### config.mk
export PLATFORM = sky130hd
export DESIGN_NAME = brf_cmd_queue
export DESIGN_NICKNAME = d
export VERILOG_FILES = /design/src/rtl/core/byte_ring_fifo_unit_defines.svh /design/src/rtl/core/brf_pkg.sv /design/src/rtl/core/brf_cmd_queue.sv
export SDC_FILE = /design/constraint.sdc
export NUM_CORES = 1
export LEC_CHECK = 0
export ABC_AREA = 1
export BUFFER_PORTS_ARGS = -buffer_cell sky130_fd_sc_hd__buf_2
export CORE_MARGIN = 10
export CORE_UTILIZATION = 56
export DETAILED_ROUTE_END_ITERATION = 6
export PLACE_DENSITY = 0.92
export REMOVE_ABC_BUFFERS = 1
export SLEW_MARGIN = 20
export SYNTH_ARGS = -nofsm -noshare
export SYNTH_HDL_FRONTEND = slang
export SYNTH_SLANG_ARGS = --single-unit
### constraint.sdc
create_clock -name clk -period 5.4 [get_ports clk]
set_clock_uncertainty 0.1 [all_clocks]
set_input_delay 0.54 -clock clk [delete_from_list [all_inputs] [get_ports clk]]
set_output_delay 0.54 -clock clk [all_outputs]
set_load 0.05 [all_outputs]
### src/rtl/core/byte_ring_fifo_unit_defines.svh
// Assertion macros used by the byte ring FIFO back end (brf_back).
// Each macro expects clk and rst to be visible where it is used.
`ifndef BYTE_RING_FIFO_UNIT_DEFINES_SVH
`define BYTE_RING_FIFO_UNIT_DEFINES_SVH

// The consequent must hold in the same cycle as the antecedent.
`define BRF_ASSERT_NOW(label, ante, cons, msg) \
  label: assert property (@(posedge clk) disable iff (rst) (ante) |-> (cons)) \
    else $error(msg);

// The consequent must hold in the cycle after the antecedent.
`define BRF_ASSERT_NEXT(label, ante, cons, msg) \
  label: assert property (@(posedge clk) disable iff (rst) (ante) |=> (cons)) \
    else $error(msg);

`endif

### src/rtl/core/brf_pkg.sv
package brf_pkg;

  localparam int DEPTH_DEFAULT    = 1024;
  localparam int MAX_READ_DEFAULT = 64;

  localparam int BYTE_W     = 8;
  localparam int CNT_W      = 11;
  localparam int LEN_W      = 11;
  localparam int REQ_W      = 7;
  localparam int ADDR_MAX_W = 15;

  typedef enum logic [1:0] {
    ACT_WRITE = 2'd0,
    ACT_READ  = 2'd1,
    ACT_PEEK  = 2'd2,
    ACT_QUERY = 2'd3
  } action_t;

  typedef enum logic [1:0] {
    STAT_OK    = 2'd0,
    STAT_DROP  = 2'd1,
    STAT_EMPTY = 2'd2
  } status_t;

  // What the back end has to do with a queued command.
  typedef enum logic [1:0] {
    CMD_NOTE  = 2'd0,
    CMD_WRITE = 2'd1,
    CMD_READ  = 2'd2
  } cmd_kind_t;

  typedef struct packed {
    cmd_kind_t               kind;
    logic [BYTE_W-1:0]       data;
    logic [ADDR_MAX_W-1:0]   addr;
    logic [REQ_W-1:0]        count;
    status_t                 status;
    logic [CNT_W-1:0]        used;
    logic [CNT_W-1:0]        free;
  } cmd_t;

  // Advance a ring index, wrapping at the programmed size.
  function automatic logic [ADDR_MAX_W-1:0] ring_next(input logic [ADDR_MAX_W-1:0] idx,
                                                      input logic [ADDR_MAX_W-1:0] size);
    logic [ADDR_MAX_W:0] n;
    n = {1'b0, idx} + {{ADDR_MAX_W{1'b0}}, 1'b1};
    return (n >= {1'b0, size}) ? '0 : n[ADDR_MAX_W-1:0];
  endfunction

endpackage

### src/rtl/core/brf_cmd_queue.sv
module brf_cmd_queue (
  input  logic          clk,
  input  logic          rst,
  input  logic          push,
  input  brf_pkg::cmd_t push_cmd,
  input  logic          pop,
  output brf_pkg::cmd_t head,
  output logic          full,
  output logic          empty
);

  import brf_pkg::*;

  cmd_t       entries [2];
  logic       wr_ptr;
  logic       rd_ptr;
  logic [1:0] count;

  assign full  = (count == 2'd2);
  assign empty = (count == 2'd0);
  assign head  = entries[rd_ptr];

  always_ff @(posedge clk) begin
    if (rst) begin
      wr_ptr <= 1'b0;
      rd_ptr <= 1'b0;
      count  <= 2'd0;
    end else begin
      if (push && !full) begin
        wr_ptr <= ~wr_ptr;
      end
      if (pop && !empty) begin
        rd_ptr <= ~rd_ptr;
      end
      case ({push && !full, pop && !empty})
        2'b10:   count <= count + 2'd1;
        2'b01:   count <= count - 2'd1;
        default: count <= count;
      endcase
    end
  end

  always_ff @(posedge clk) begin
    if (push && !full) begin
      entries[wr_ptr] <= push_cmd;
    end
  end

endmodule

==> results of run 1 <==
final cells by class:
cell class,count,area (sq um)
clock buffer,18,418
tap,102,128
timing repair buffer,119,601
fill,482,2060
multi-input combinational,82,900
clock inverter,13,116
inverter,9,33.8
sequential,117,3470
Yosys cell counts, drive strengths merged:
cell type / n / area (sq um)
buf: 6 / 61.3
inv: 9 / 33.8
a21oi: 1 / 5.00
nand4: 1 / 6.26
dfxtp: 5 / 100
nor2: 14 / 52.6
mux2: 56 / 781
edfxtp: 112 / 3360
o21ai: 1 / 5.00
nand2: 8 / 30.0
ha: 1 / 12.5
sequential cells by signal, summed over array words and instances, names as in the netlist, named ones only:
| name | flops |
|---|---|
| wr_ptr | 1 |
| entries | 112 |
| rd_ptr | 1 |
| count | 2 |
worst max-delay path, stage by stage, from the launching register on:
cell and delay (ns):
dfxtp_4 0.99, mux2_2 0.43, buf_2 0.22
metal layers:
layer	GRT usage [%]	routed length, microns	vias up	share of wire [%]
li1	-	-	1085	-
met1	15.3	3100	1133	37
met2	25.5	4510	94	53
met3	6.84	712	17	8.4
met4	6.31	144	0	1.7
met5	0	0	-	0
kinds of logic (layout without fill, tap and decap cells):
| kind of cell | Yosys count | after routing | synth area share, % |
|---|---|---|---|
| DFF | 117 | 117 | 77.8 |
| muxes | 56 | 56 | 17.5 |
| AOI/OAI and AO/OA | 2 | 2 | 0.225 |
| adders and majority gates | 1 | 1 | 0.281 |
| buffers and inverters | 15 | 159 | 2.14 |
| and+or+nand+nor | 23 | 23 | 2.00 |
power breakdown:
part | internal (W) | switching, W
Combinational | 0.000232 | 0.000497
Clock | 0.000640 | 0.000347
Sequential | 0.00111 | 0.0000738
final timing paths:
path,endpoint,slack (ns)
min reg2reg,rd_ptr,0.41
max reg2reg,entries[0][43],3.10
min,entries[0][22],0.13
max,head[51],2.63
stage by stage:
stage / std cells / setup slack, ns / total power, W
after floorplan: 208 / 1.61 / 0.00179
final: 460 / 2.63 / 0.00290
after detailed placement: 429 / 2.87 / 0.00194
after global routing: 460 / 2.52 / 0.00301
after CTS: 460 / 2.57 / 0.00293
after global placement: 429 / 2.95 / 0.00192
==> run_results.csv, run 1 <==
group,metric,value,unit
floorplanning,io_pins,118,
drt,wl_per_cell,18.4,microns
sta,tightest_slew,0.959,ns
floorplanning,die_x,109,microns
synth,yosys_warnings,0,
cts,cts.sinks,117,
drt,viasPerCell,5.06,
finish,insertedDiodeCount,0,
sta,post-route-period-util,51.3,%
sta,finalMaxSlewViolations,0,
critical_path,crit_path_end_kind,"output pin",
flow_run,cap_violations,0,
finish,drive_gt1_share,57.3,%
cts,cts_tree,"done",
run_status,outcome,"finished clean",
placed_design,place_area,5130,sq um
global_route,gr-total-overflow,0,
sta,rsz0062_at_grt,"no",
synth,ys_ff_latch,117,
finish,finalNetCount,407,
sta,fmax,0.361,GHz
critical_path,critPathMaxFanout,56,
cts,cts.hold.buffers_added,0,
finish,fin_util,73.3,%
global_route,grt_pass1_vias,2643,
placed_design,gp_congestion,0.684,
power_and_ir_drop,p_leak,2.27,nW
cts,cts_resized,0,
synth,syn_area,4450,sq um
hold_path,hp-start,"push_cmd[22]",
drt,detail-route-antenna-nets,0,
critical_path,critical_path_class,"register to output pin",
critical_path,rr_worst_depth,5,
cts,cts_max_path_buffers,2,
cts,cts-htree-levels,4,
floorplanning,start_util,57.6,%
sta,final-hold-violation-count,0,
synth,synth-seq-area-share,77.8,%
floorplanning,core_area,7730,sq um
finish,area_growth,27.2,%
synth,avgSynthCellArea,20.8,sq um
floorplanning,rows,32,
finish,fin_area,5660,sq um
power_and_ir_drop,power_density,512,nW/um^2
critical_path,cp.required,4.76,ns
global_route,grt_use_total,14.8,%
cts,root_buffer,"clkbuf_8",
drt,drt-initial-drc-count,76,
hold_path,worstHoldPathType,"primary input to register",
drt,drt_wl_total,8470,microns
cts,clock_latency,0.50,ns
sta,hold_slack,0.131,ns
drt,drc_errors,0,
global_route,antenna_found_initial,0,
power_and_ir_drop,vdd_drop_max,0.325,mV
finish,layout_commonest_cell,"buf_2",
cts,cts_buffers,17,
global_route,grt_max_degree,57,
placed_design,port_buffers,117,
placed_design,dp_hpwl,5860,microns
critical_path,rr_startpoint,"count[0]",
finish,final_cell_mix,"117 x buf_2, 112 x edfxtp_1, 40 x mux2_4",
global_route,grt_pass1_wl,13200,microns
cts,clkTransAtPathRegs,0.05,ns
sta,maxSlewHeadroom,36.1,%
floorplanning,die_y,109,microns
cts,post-cts-setup-buffers,0,
critical_path,worst_ep_arrival_time,2.13,ns
synth,netlist_instances,214,
drt,first_pass_iters,4,
critical_path,worstSetupStartpointType,"register",
sta,tns,0,ns
sta,setup_violations,0,
hold_path,hold-path-cell-count,1,
sta,min_period,2.77,ns
drt,num_vias,2329,
floorplanning,dieArea,11900,sq um
synth,yosysUniqueCellTypes,13,
Power figures use the tool's default switching activity.
==> run 2: changes to the inputs <==
--- a/config.mk
+++ b/config.mk
@@ -8,9 +8,9 @@
 export ABC_AREA = 1
 export BUFFER_PORTS_ARGS = -buffer_cell sky130_fd_sc_hd__buf_2
 export CORE_MARGIN = 10
-export CORE_UTILIZATION = 56
+export CORE_UTILIZATION = 47
 export DETAILED_ROUTE_END_ITERATION = 6
-export PLACE_DENSITY = 0.92
+export PLACE_DENSITY = 0.83
 export REMOVE_ABC_BUFFERS = 1
 export SLEW_MARGIN = 20
 export SYNTH_ARGS = -nofsm -noshare
==> constraint.sdc (replaced) <==
create_clock -name clk -period 2.3 [get_ports clk]
set_clock_uncertainty 0.1 [all_clocks]
set_input_delay 0.23 -clock clk [delete_from_list [all_inputs] [get_ports clk]]
set_output_delay 0.23 -clock clk [all_outputs]
set_load 0.05 [all_outputs]
==> run_results.csv, run 2 (same netlist as run 1, synthesis figures left out) <==
group,metric,value,unit
power_and_ir_drop,vdd_drop_max,0.608,mV
drt,drt-initial-drc-count,99,
global_route,grt_pass1_vias,2926,
global_route,top_usage_layer,"met2",
cts,clkTransAtPathRegs,0.05,ns
global_route,antenna_found_initial,0,
power_and_ir_drop,power_density,1110,nW/um^2
critical_path,critPathMaxFanout,21,
global_route,use_met1,13.2,%
sta,fmax,0.453,GHz
sta,finalMaxSlewViolations,0,
global_route,grtUsageMet2,25.4,%
sta,tightest_slew,0.423,ns
sta,layout_setup_ws,0.0923,ns
floorplanning,die_y,117,microns
floorplanning,dieArea,13800,sq um
global_route,grt_use_met3,5.90,%
sta,rsz0062_at_grt,"no",
critical_path,crit_path_end_kind,"output pin",
cts,cts_resized,0,
power_and_ir_drop,p_leak,2.56,nW
floorplanning,start_util,48.2,%
placed_design,gp_congestion,0.654,
cts,cts.hold.buffers_added,58,
cts,post-cts-setup-buffers,0,
drt,viasPerCell,4.60,
floorplanning,core_area,9240,sq um
placed_design,port_buffers,117,
drt,first_pass_iters,4,
finish,top_register,"entries",
finish,area_growth,43.7,%
global_route,grt_pass1_wl,15000,microns
cts,cts.sinks,117,
critical_path,critical_path_class,"register to output pin",
finish,top_regs,"entries x112, count x2",
floorplanning,io_pins,118,
sta,maxSlewHeadroom,71.7,%
drt,num_vias,2527,
cts,clock_latency,0.49,ns
sta,post-route-period-util,96.0,%
flow_run,cap_violations,0,
cts,root_buffer,"clkbuf_8",
global_route,gr-total-overflow,0,
sta,final-hold-violation-count,0,
power_and_ir_drop,p_total,0.00708,W
cts,cts-htree-levels,4,
finish,final_cell_mix,"117 x buf_2, 112 x edfxtp_1, 58 x dlygate4sd3_1",
sta,tns,0,ns
placed_design,dp_hpwl,6110,microns
global_route,grt_max_degree,39,
finish,finalNetCount,469,
hold_path,worstHoldPathType,"primary input to register",
critical_path,worstSetupStartpointType,"register",
placed_design,pre_cts_ws,0.524,ns
run_status,outcome,"finished clean",
finish,drive_gt1_share,49.6,%
floorplanning,rows,35,
sta,setup_violations,0,
global_route,grt_use_total,13.7,%
floorplanning,die_x,117,microns
cts,cts_max_path_buffers,2,
drt,wl_per_cell,17.2,microns
critical_path,worst_ep_arrival_time,1.88,ns
drt,detail-route-antenna-nets,0,
finish,fin_area,6390,sq um
finish,layout_commonest_cell,"buf_2",
drt,drt_wl_total,9430,microns
sta,min_period,2.21,ns
drt,drc_errors,0,
cts,cts_buffers,17,
finish,largest_register_ff_count,112,
critical_path,cp.required,1.97,ns
placed_design,place_area,5260,sq um
cts,cts_tree,"done",
==> run 2: final timing paths <==
kind                                from  slack [ns]  cells after the start        endpoint
worst min-delay path                 pop        0.06                      5        register
worst max-delay path            register        0.09                      3         head[0]
worst max register to register  count[0]        0.54                      5  entries[1][43]
worst min register to register    rd_ptr        0.41                      2          rd_ptr
==> run 2: per-stage QoR <==
stage	hold slack, ns	instances	utilization [%]
2_1_floorplan	0.229	208	-
3_3_place_gp	0.317	460	56.9
3_5_place_dp	0.322	460	56.9
4_1_cts	0.0290	548	69.2
5_1_grt	0.0805	548	69.2
6_report	0.0648	549	69.2
==> run 2: worst max-delay path, stage by stage (launching register included) <==
cell and delay, ns:
dfxtp_4 0.57, buf_12 0.24, mux2_2 0.36, buf_2 0.22
==> run 2: where the power goes <==
group,internal (W),switching (W)
sequential,0.00261,0.000104
combinational,0.000655,0.00127
clock,0.00161,0.000835
==> run 2: routing by layer <==
layer / wire (microns) / vias to the layer above
li1: - / 1205
met4: 44 / 0
met5: 0 / -
met1: 3630 / 1235
met2: 5240 / 83
met3: 507 / 4
==> run 2: layout make-up <==
cell class / instances / area (sq um)
clock buffer: 17 / 414
tap: 129 / 161
clock inverter: 13 / 141
timing repair buffer: 181 / 1270
multi-input combinational: 82 / 900
sequential: 117 / 3470
inverter: 9 / 33.8
antenna: 1 / 2.50
fill: 609 / 2850
