==> src/rtl/core/byte_ring_fifo_unit_defines.svh <==
// Assertion macros used by the byte ring FIFO back end (brf_back).
// Each macro expects clk and rst to be visible where it is used.
`ifndef BYTE_RING_FIFO_UNIT_DEFINES_SVH
`define BYTE_RING_FIFO_UNIT_DEFINES_SVH

// The consequent must hold in the same cycle as the antecedent.
`define BRF_ASSERT_NOW(label, ante, cons, msg) \
  label: assert property (@(posedge clk) disable iff (rst) (ante) |-> (cons)) \
    else $error(msg);

// The consequent must hold in the cycle after the antecedent.
`define BRF_ASSERT_NEXT(label, ante, cons, msg) \
  label: assert property (@(posedge clk) disable iff (rst) (ante) |=> (cons)) \
    else $error(msg);

`endif

==> src/rtl/core/brf_pkg.sv <==
package brf_pkg;

  localparam int DEPTH_DEFAULT    = 1024;
  localparam int MAX_READ_DEFAULT = 64;

  localparam int BYTE_W     = 8;
  localparam int CNT_W      = 11;
  localparam int LEN_W      = 11;
  localparam int REQ_W      = 7;
  localparam int ADDR_MAX_W = 15;

  typedef enum logic [1:0] {
    ACT_WRITE = 2'd0,
    ACT_READ  = 2'd1,
    ACT_PEEK  = 2'd2,
    ACT_QUERY = 2'd3
  } action_t;

  typedef enum logic [1:0] {
    STAT_OK    = 2'd0,
    STAT_DROP  = 2'd1,
    STAT_EMPTY = 2'd2
  } status_t;

  // What the back end has to do with a queued command.
  typedef enum logic [1:0] {
    CMD_NOTE  = 2'd0,
    CMD_WRITE = 2'd1,
    CMD_READ  = 2'd2
  } cmd_kind_t;

  typedef struct packed {
    cmd_kind_t               kind;
    logic [BYTE_W-1:0]       data;
    logic [ADDR_MAX_W-1:0]   addr;
    logic [REQ_W-1:0]        count;
    status_t                 status;
    logic [CNT_W-1:0]        used;
    logic [CNT_W-1:0]        free;
  } cmd_t;

  // Advance a ring index, wrapping at the programmed size.
  function automatic logic [ADDR_MAX_W-1:0] ring_next(input logic [ADDR_MAX_W-1:0] idx,
                                                      input logic [ADDR_MAX_W-1:0] size);
    logic [ADDR_MAX_W:0] n;
    n = {1'b0, idx} + {{ADDR_MAX_W{1'b0}}, 1'b1};
    return (n >= {1'b0, size}) ? '0 : n[ADDR_MAX_W-1:0];
  endfunction

endpackage

==> src/rtl/core/brf_front.sv <==
module brf_front #(
  parameter int DEPTH    = brf_pkg::DEPTH_DEFAULT,
  parameter int MAX_READ = brf_pkg::MAX_READ_DEFAULT
) (
  input  logic                           clk,
  input  logic                           rst,
  input  logic                           start,
  input  logic [1:0]                     action,
  input  logic [7:0]                     data_byte,
  input  logic [10:0]                    burst_len,
  input  logic                           first_of_burst,
  input  logic [6:0]                     read_count,
  input  logic [6:0]                     read_limit,
  input  logic                           cfg_wr_en,
  input  logic [10:0]                    cfg_wr_data,
  input  logic                           q_full,
  output logic                           push,
  output brf_pkg::cmd_t                  push_cmd,
  output logic [$clog2(DEPTH+1)-1:0]     buffer_size
);

  import brf_pkg::*;

  localparam int SW = $clog2(DEPTH + 1);
  localparam int IW = $clog2(DEPTH);
  localparam int CW = (SW > CNT_W) ? SW : CNT_W;

  logic [IW-1:0]    wr_idx;
  logic [IW-1:0]    rd_idx;
  logic [LEN_W-1:0] burst_remaining;
  logic             burst_dropping;

  logic [IW-1:0]    wr_idx_next;
  logic [IW-1:0]    rd_idx_next;
  logic [LEN_W-1:0] burst_remaining_next;
  logic             burst_dropping_next;

  logic [SW-1:0]    used;
  logic [SW-1:0]    free;
  logic [SW-1:0]    used_after;
  logic             new_burst;
  logic [LEN_W-1:0] len;
  logic [LEN_W-1:0] rem_base;
  logic             drop;
  logic [CW-1:0]    req;
  logic [REQ_W-1:0] n;
  logic [SW:0]      rd_sum;
  logic [CW-1:0]    cfg_ext;
  logic [SW-1:0]    size_clamped;

  function automatic logic [SW-1:0] ring_used(input logic [IW-1:0] w,
                                              input logic [IW-1:0] r,
                                              input logic [SW-1:0] s);
    logic [SW:0] t;
    t = {1'b0, s} + (SW+1)'(w) - (SW+1)'(r);
    return (w >= r) ? (SW'(w) - SW'(r)) : t[SW-1:0];
  endfunction

  assign push = start && !q_full;
  assign used = ring_used(wr_idx, rd_idx, buffer_size);
  assign free = buffer_size - used;

  // A value of zero is taken as one, anything above the store depth as the depth.
  assign cfg_ext      = CW'(cfg_wr_data);
  assign size_clamped = (cfg_ext == '0) ? SW'(1) :
                        (cfg_ext > CW'(DEPTH)) ? SW'(DEPTH) : SW'(cfg_ext);

  always_comb begin
    wr_idx_next          = wr_idx;
    rd_idx_next          = rd_idx;
    burst_remaining_next = burst_remaining;
    burst_dropping_next  = burst_dropping;
    used_after           = used;
    push_cmd             = '0;
    push_cmd.kind        = CMD_NOTE;
    push_cmd.status      = STAT_OK;

    // Write burst bookkeeping; the space check is made on the first beat only.
    new_burst = first_of_burst || (burst_remaining == '0);
    len       = first_of_burst ? ((burst_len == '0) ? LEN_W'(1) : burst_len) : LEN_W'(1);
    drop      = new_burst ? !(CW'(free) > CW'(len)) : burst_dropping;
    rem_base  = new_burst ? len : burst_remaining;

    // Bytes delivered: the least of request, limit, stored bytes and the cap.
    req = CW'(read_count);
    if (CW'(read_limit) < req) begin
      req = CW'(read_limit);
    end
    if (CW'(used) < req) begin
      req = CW'(used);
    end
    if (CW'(MAX_READ) < req) begin
      req = CW'(MAX_READ);
    end
    n      = REQ_W'(req);
    rd_sum = (SW+1)'(rd_idx) + (SW+1)'(n);

    case (action_t'(action))
      ACT_WRITE: begin
        if (!drop) begin
          wr_idx_next = IW'(ring_next(ADDR_MAX_W'(wr_idx), ADDR_MAX_W'(buffer_size)));
        end
        burst_remaining_next = rem_base - LEN_W'(1);
        burst_dropping_next  = drop && (burst_remaining_next != '0);
        used_after           = ring_used(wr_idx_next, rd_idx, buffer_size);
        push_cmd.kind        = drop ? CMD_NOTE : CMD_WRITE;
        push_cmd.status      = drop ? STAT_DROP : STAT_OK;
        push_cmd.addr        = ADDR_MAX_W'(wr_idx);
        push_cmd.data        = data_byte;
      end
      ACT_READ, ACT_PEEK: begin
        if (n == '0) begin
          push_cmd.status = (used == '0) ? STAT_EMPTY : STAT_OK;
        end else begin
          push_cmd.kind  = CMD_READ;
          push_cmd.addr  = ADDR_MAX_W'(rd_idx);
          push_cmd.count = n;
          if (action_t'(action) == ACT_READ) begin
            used_after  = used - SW'(n);
            rd_idx_next = (rd_sum >= {1'b0, buffer_size}) ?
                          IW'(rd_sum - {1'b0, buffer_size}) : IW'(rd_sum);
          end
        end
      end
      default: begin
      end
    endcase

    push_cmd.used = CNT_W'(used_after);
    push_cmd.free = CNT_W'(buffer_size - used_after);
  end

  always_ff @(posedge clk) begin
    if (rst) begin
      buffer_size     <= SW'(DEPTH);
      wr_idx          <= '0;
      rd_idx          <= '0;
      burst_remaining <= '0;
      burst_dropping  <= 1'b0;
    end else if (cfg_wr_en) begin
      buffer_size     <= size_clamped;
      wr_idx          <= '0;
      rd_idx          <= '0;
      burst_remaining <= '0;
      burst_dropping  <= 1'b0;
    end else if (push) begin
      wr_idx          <= wr_idx_next;
      rd_idx          <= rd_idx_next;
      burst_remaining <= burst_remaining_next;
      burst_dropping  <= burst_dropping_next;
    end
  end

endmodule

==> config.mk <==
export PLATFORM = sky130hd
export DESIGN_NAME = brf_front
export DESIGN_NICKNAME = d
export VERILOG_FILES = /design/src/rtl/core/byte_ring_fifo_unit_defines.svh /design/src/rtl/core/brf_pkg.sv /design/src/rtl/core/brf_front.sv
export SDC_FILE = /design/constraint.sdc
export NUM_CORES = 1
export LEC_CHECK = 0
export ABC_AREA = 0
export BUFFER_PORTS_ARGS = -buffer_cell sky130_fd_sc_hd__buf_2
export CAP_MARGIN = 25
export CORE_ASPECT_RATIO = 0.8
export CORE_MARGIN = 4
export CORE_UTILIZATION = 35
export CTS_CLUSTER_DIAMETER = 200
export DETAILED_ROUTE_END_ITERATION = 16
export GPL_ROUTABILITY_DRIVEN = 0
export RECOVER_POWER = 25
export REMOVE_ABC_BUFFERS = 1
export SYNTH_ARGS = -nofsm -noshare
export SYNTH_HDL_FRONTEND = slang
export SYNTH_SLANG_ARGS = --single-unit
export TNS_END_PERCENT = 5
==> constraint.sdc <==
create_clock -name clk -period 13.2 [get_ports clk]
set_input_delay 0.66 -clock clk [delete_from_list [all_inputs] [get_ports clk]]
set_output_delay 0.66 -clock clk [all_outputs]
set_load 0.02 [all_outputs]
==> run metrics <==
status finished, final reports clean; switch share 0.508; Post-Synthesis Cells 1139; Max stage delay on crit path 0.61 ns; Pleak 4.21 nW; Vias/cell 5.61; async set-reset flop share out of synthesis 0; Antenna Cells 0; first-pass iteration count of the detailed router 7; Vias 8650; Sw Pwr 0.534 mW; clock group share of total power 0.141; Slew headroom 0.311; Max Slew Vio Count 0; fill count 2514; worst-margin pin slew 1.03 ns; Clock Pin Slew Worst Setup and Hold Paths 0.07 ns; num ports 120; Synth Warn # 0; sequential fraction of the synthesis area 0.102; CP endpoint kind output pin; initial antenna violation count 0; initial core utilization 0.358; Clock Latency Late Sink 0.30 ns; share of cells above drive strength 1 0.119; vias in the first global route 8057; total gr overflow 0; Pwr Density 112 nW/um^2; gr busiest metal met1; total track usage 0.215; PortBufs 114; synth unique cells 73; Die Y 147 um; worst vdd ir 0.0551 mV; Post-CTS Hold Buffers 0; Final Hold Viols 0; CP Launch Type flip-flop; cell mode on critical path a21oi_1; CTS tree done; Die Width 181 um; Setup-failing EPs final 0; Core Box Area 23500 um^2; CTS buffer count 5; critical path peak fanout 20; routed wire length 29600 um; WP buf/inv 6; largest net degree at the start of global routing 39; cell area after synthesis 8420 um^2; HP Class flip-flop to flip-flop; clock root buffer clkbuf_16; met1 Use GR 0.327; kind of critical path flip-flop to output pin; # clock sinks 43; WP data arrival 11.46 ns; Setup Skew 0.0104 ns; period utilisation layout 0.918; TNS Setup 0 ns; Row Count 50; Routed Antenna Nets 0; Syn Area/Cell 7.39 um^2; most used flip-flop cell after synthesis dfxtp_1; DRC 0; htree depth 2; clock buffer depth 2; fin nets 1432; Seq pwr share 0.133; Worst Path Required 12.54 ns; critical path's slowest cell fa_1; RSZ-0062 raised after global routing false; drt initial violations 872; first-pass GRT wire length 45800 um; Comb power frac 0.726; post-DP HPWL 24400 um; wire per inst 19.2 um; Final min period 12.12 ns; max-cap viol count 0; Largest delay share family, worst path compound AO/OA/AOI/OAI gates; GR Layer Usage met3 0.0517; Area Overhead vs Synth 11.6%; number of flops mapped to enable cells by yosys 0; Fmax achieved 82.5 MHz; post-synthesis register bit count 43; M2 GR Usage 0.308; Final Util 0.399; die area 26600 um^2; Int Pwr 0.517 mW
==> final timing paths <==
path                  startpoint        endpoint  slack (ns)  depth (start not counted)
setup / recovery  buffer_size[1]    push_cmd[10]        1.08                         49
hold / removal    burst_dropping  burst_dropping        0.46                          2
setup reg to reg  buffer_size[1]       rd_idx[8]        4.30                         34
hold reg to reg   burst_dropping  burst_dropping        0.46                          2
==> logic make-up after synthesis <==
logic type	count (synthesis)	share of synthesized area
compound gates	323	0.249
xor+xnor	84	0.0874
fa+ha+maj	150	0.247
buf+inv	148	0.0700
flops	43	0.102
mux	21	0.0262
other cells	1	0.000446
simple gates	369	0.217
==> layout make-up <==
type                    count  area [um^2]  share of cell area
repair buffers            117          576              0.0613
clock inverters             2         37.5             0.00400
well taps                 312          390              0.0416
multi-input cells         952         6990               0.744
inverters                 111          417              0.0444
flip-flops and latches     43          861              0.0917
clock buffers               5          125              0.0133
==> synth_stat cells (4+ instances only) <==
cell type / count / share of area
nand3_1: 27 / 0.016
mux2i_1: 15 / 0.018
mux2_2: 5 / 0.0067
or3_1: 12 / 0.0089
nor3_1: 35 / 0.021
and2_1: 17 / 0.013
a21o_1: 38 / 0.034
or2_2: 5 / 0.0037
inv_1: 108 / 0.048
nor4_1: 12 / 0.0089
a21oi_1: 95 / 0.056
o31ai_1: 11 / 0.0098
nand3b_1: 4 / 0.0036
o221ai_1: 5 / 0.0052
o21bai_1: 8 / 0.0071
and3_1: 10 / 0.0074
nand2b_1: 17 / 0.013
a22o_1: 4 / 0.0042
buf_4: 6 / 0.0054
o21ai_0: 83 / 0.049
a211oi_1: 5 / 0.0045
nor2b_1: 24 / 0.018
nor2_1: 87 / 0.039
o21a_1: 6 / 0.0054
ha_1: 123 / 0.18
a31oi_1: 13 / 0.0097
xor2_1: 29 / 0.030
a211oi_2: 9 / 0.013
nand4_1: 12 / 0.0089
xnor2_1: 55 / 0.057
fa_1: 27 / 0.064
dfxtp_1: 43 / 0.10
nand2_1: 92 / 0.041
clkbuf_1: 26 / 0.012
o211ai_1: 6 / 0.0054
nor3b_1: 4 / 0.0036
==> flip-flops by register name, indices dropped and copies added (netlist names) <==
name             count
burst_remaining     11
burst_dropping       1
rd_idx              10
buffer_size         11
wr_idx              10
==> power by group through the flow <==
| stage | Sequential, mW | Clock, mW | Combinational (mW) |
|---|---|---|---|
| floorplan | 0.140 | 0 | 0.545 |
| global placement | 0.143 | 0 | 0.748 |
| detailed placement | 0.143 | 0 | 0.750 |
| CTS | 0.140 | 0.151 | 0.755 |
| global route | 0.140 | 0.155 | 0.837 |
| finish | 0.140 | 0.149 | 0.763 |
==> cells in the final DEF (no fill, tap or decap), types with 6 or more instances in the layout <==
master / n
o21bai_1: 8
nand3_1: 27
o21ai_0: 82
and2_1: 16
mux2i_1: 15
o31ai_1: 11
nand2_1: 92
nor2_1: 87
a21oi_1: 95
a211oi_2: 9
or3_1: 12
fa_1: 27
o21a_1: 6
o211ai_1: 6
buf_2: 100
ha_1: 123
nand2b_1: 17
dfxtp_1: 43
a31oi_1: 13
xnor2_1: 55
nand4_1: 12
inv_1: 108
xor2_1: 29
nor4_1: 12
nor2b_1: 24
clkbuf_1: 14
and3_1: 10
nor3_1: 35
a21o_1: 38
==> worst min-delay path, stage by stage (launching register included) <==
cell and delay (ns):
dfxtp_1 0.31, nand2_1 0.05, a21oi_1 0.05
==> per-stage QoR <==
stage               power, mW  setup slack, ns  cell area, um^2  instances  hold slack (ns)
finish                   1.05             1.08             9390       1542            0.456
global route             1.13            0.208             9390       1542            0.483
CTS                      1.05            0.972             9410       1542            0.459
detailed placement      0.893             1.34             9240       1535            0.449
global placement        0.890             1.50             9240       1535            0.446
floorplan               0.685             1.69             8260       1106            0.437
==> layer usage <==
layer | up-vias | wire length, um
met5 | - | 0
met4 | 0 | 427
met3 | 36 | 3430
met2 | 442 | 11800
met1 | 3936 | 14000
li1 | 4236 | -
==> what timing repair did <==
action	in CTS	in global routing
gates resized for setup	0	1
buffers inserted	0	0
setup endpoints to repair	0	1
Note: power is estimated with default switching activity, not from simulation.
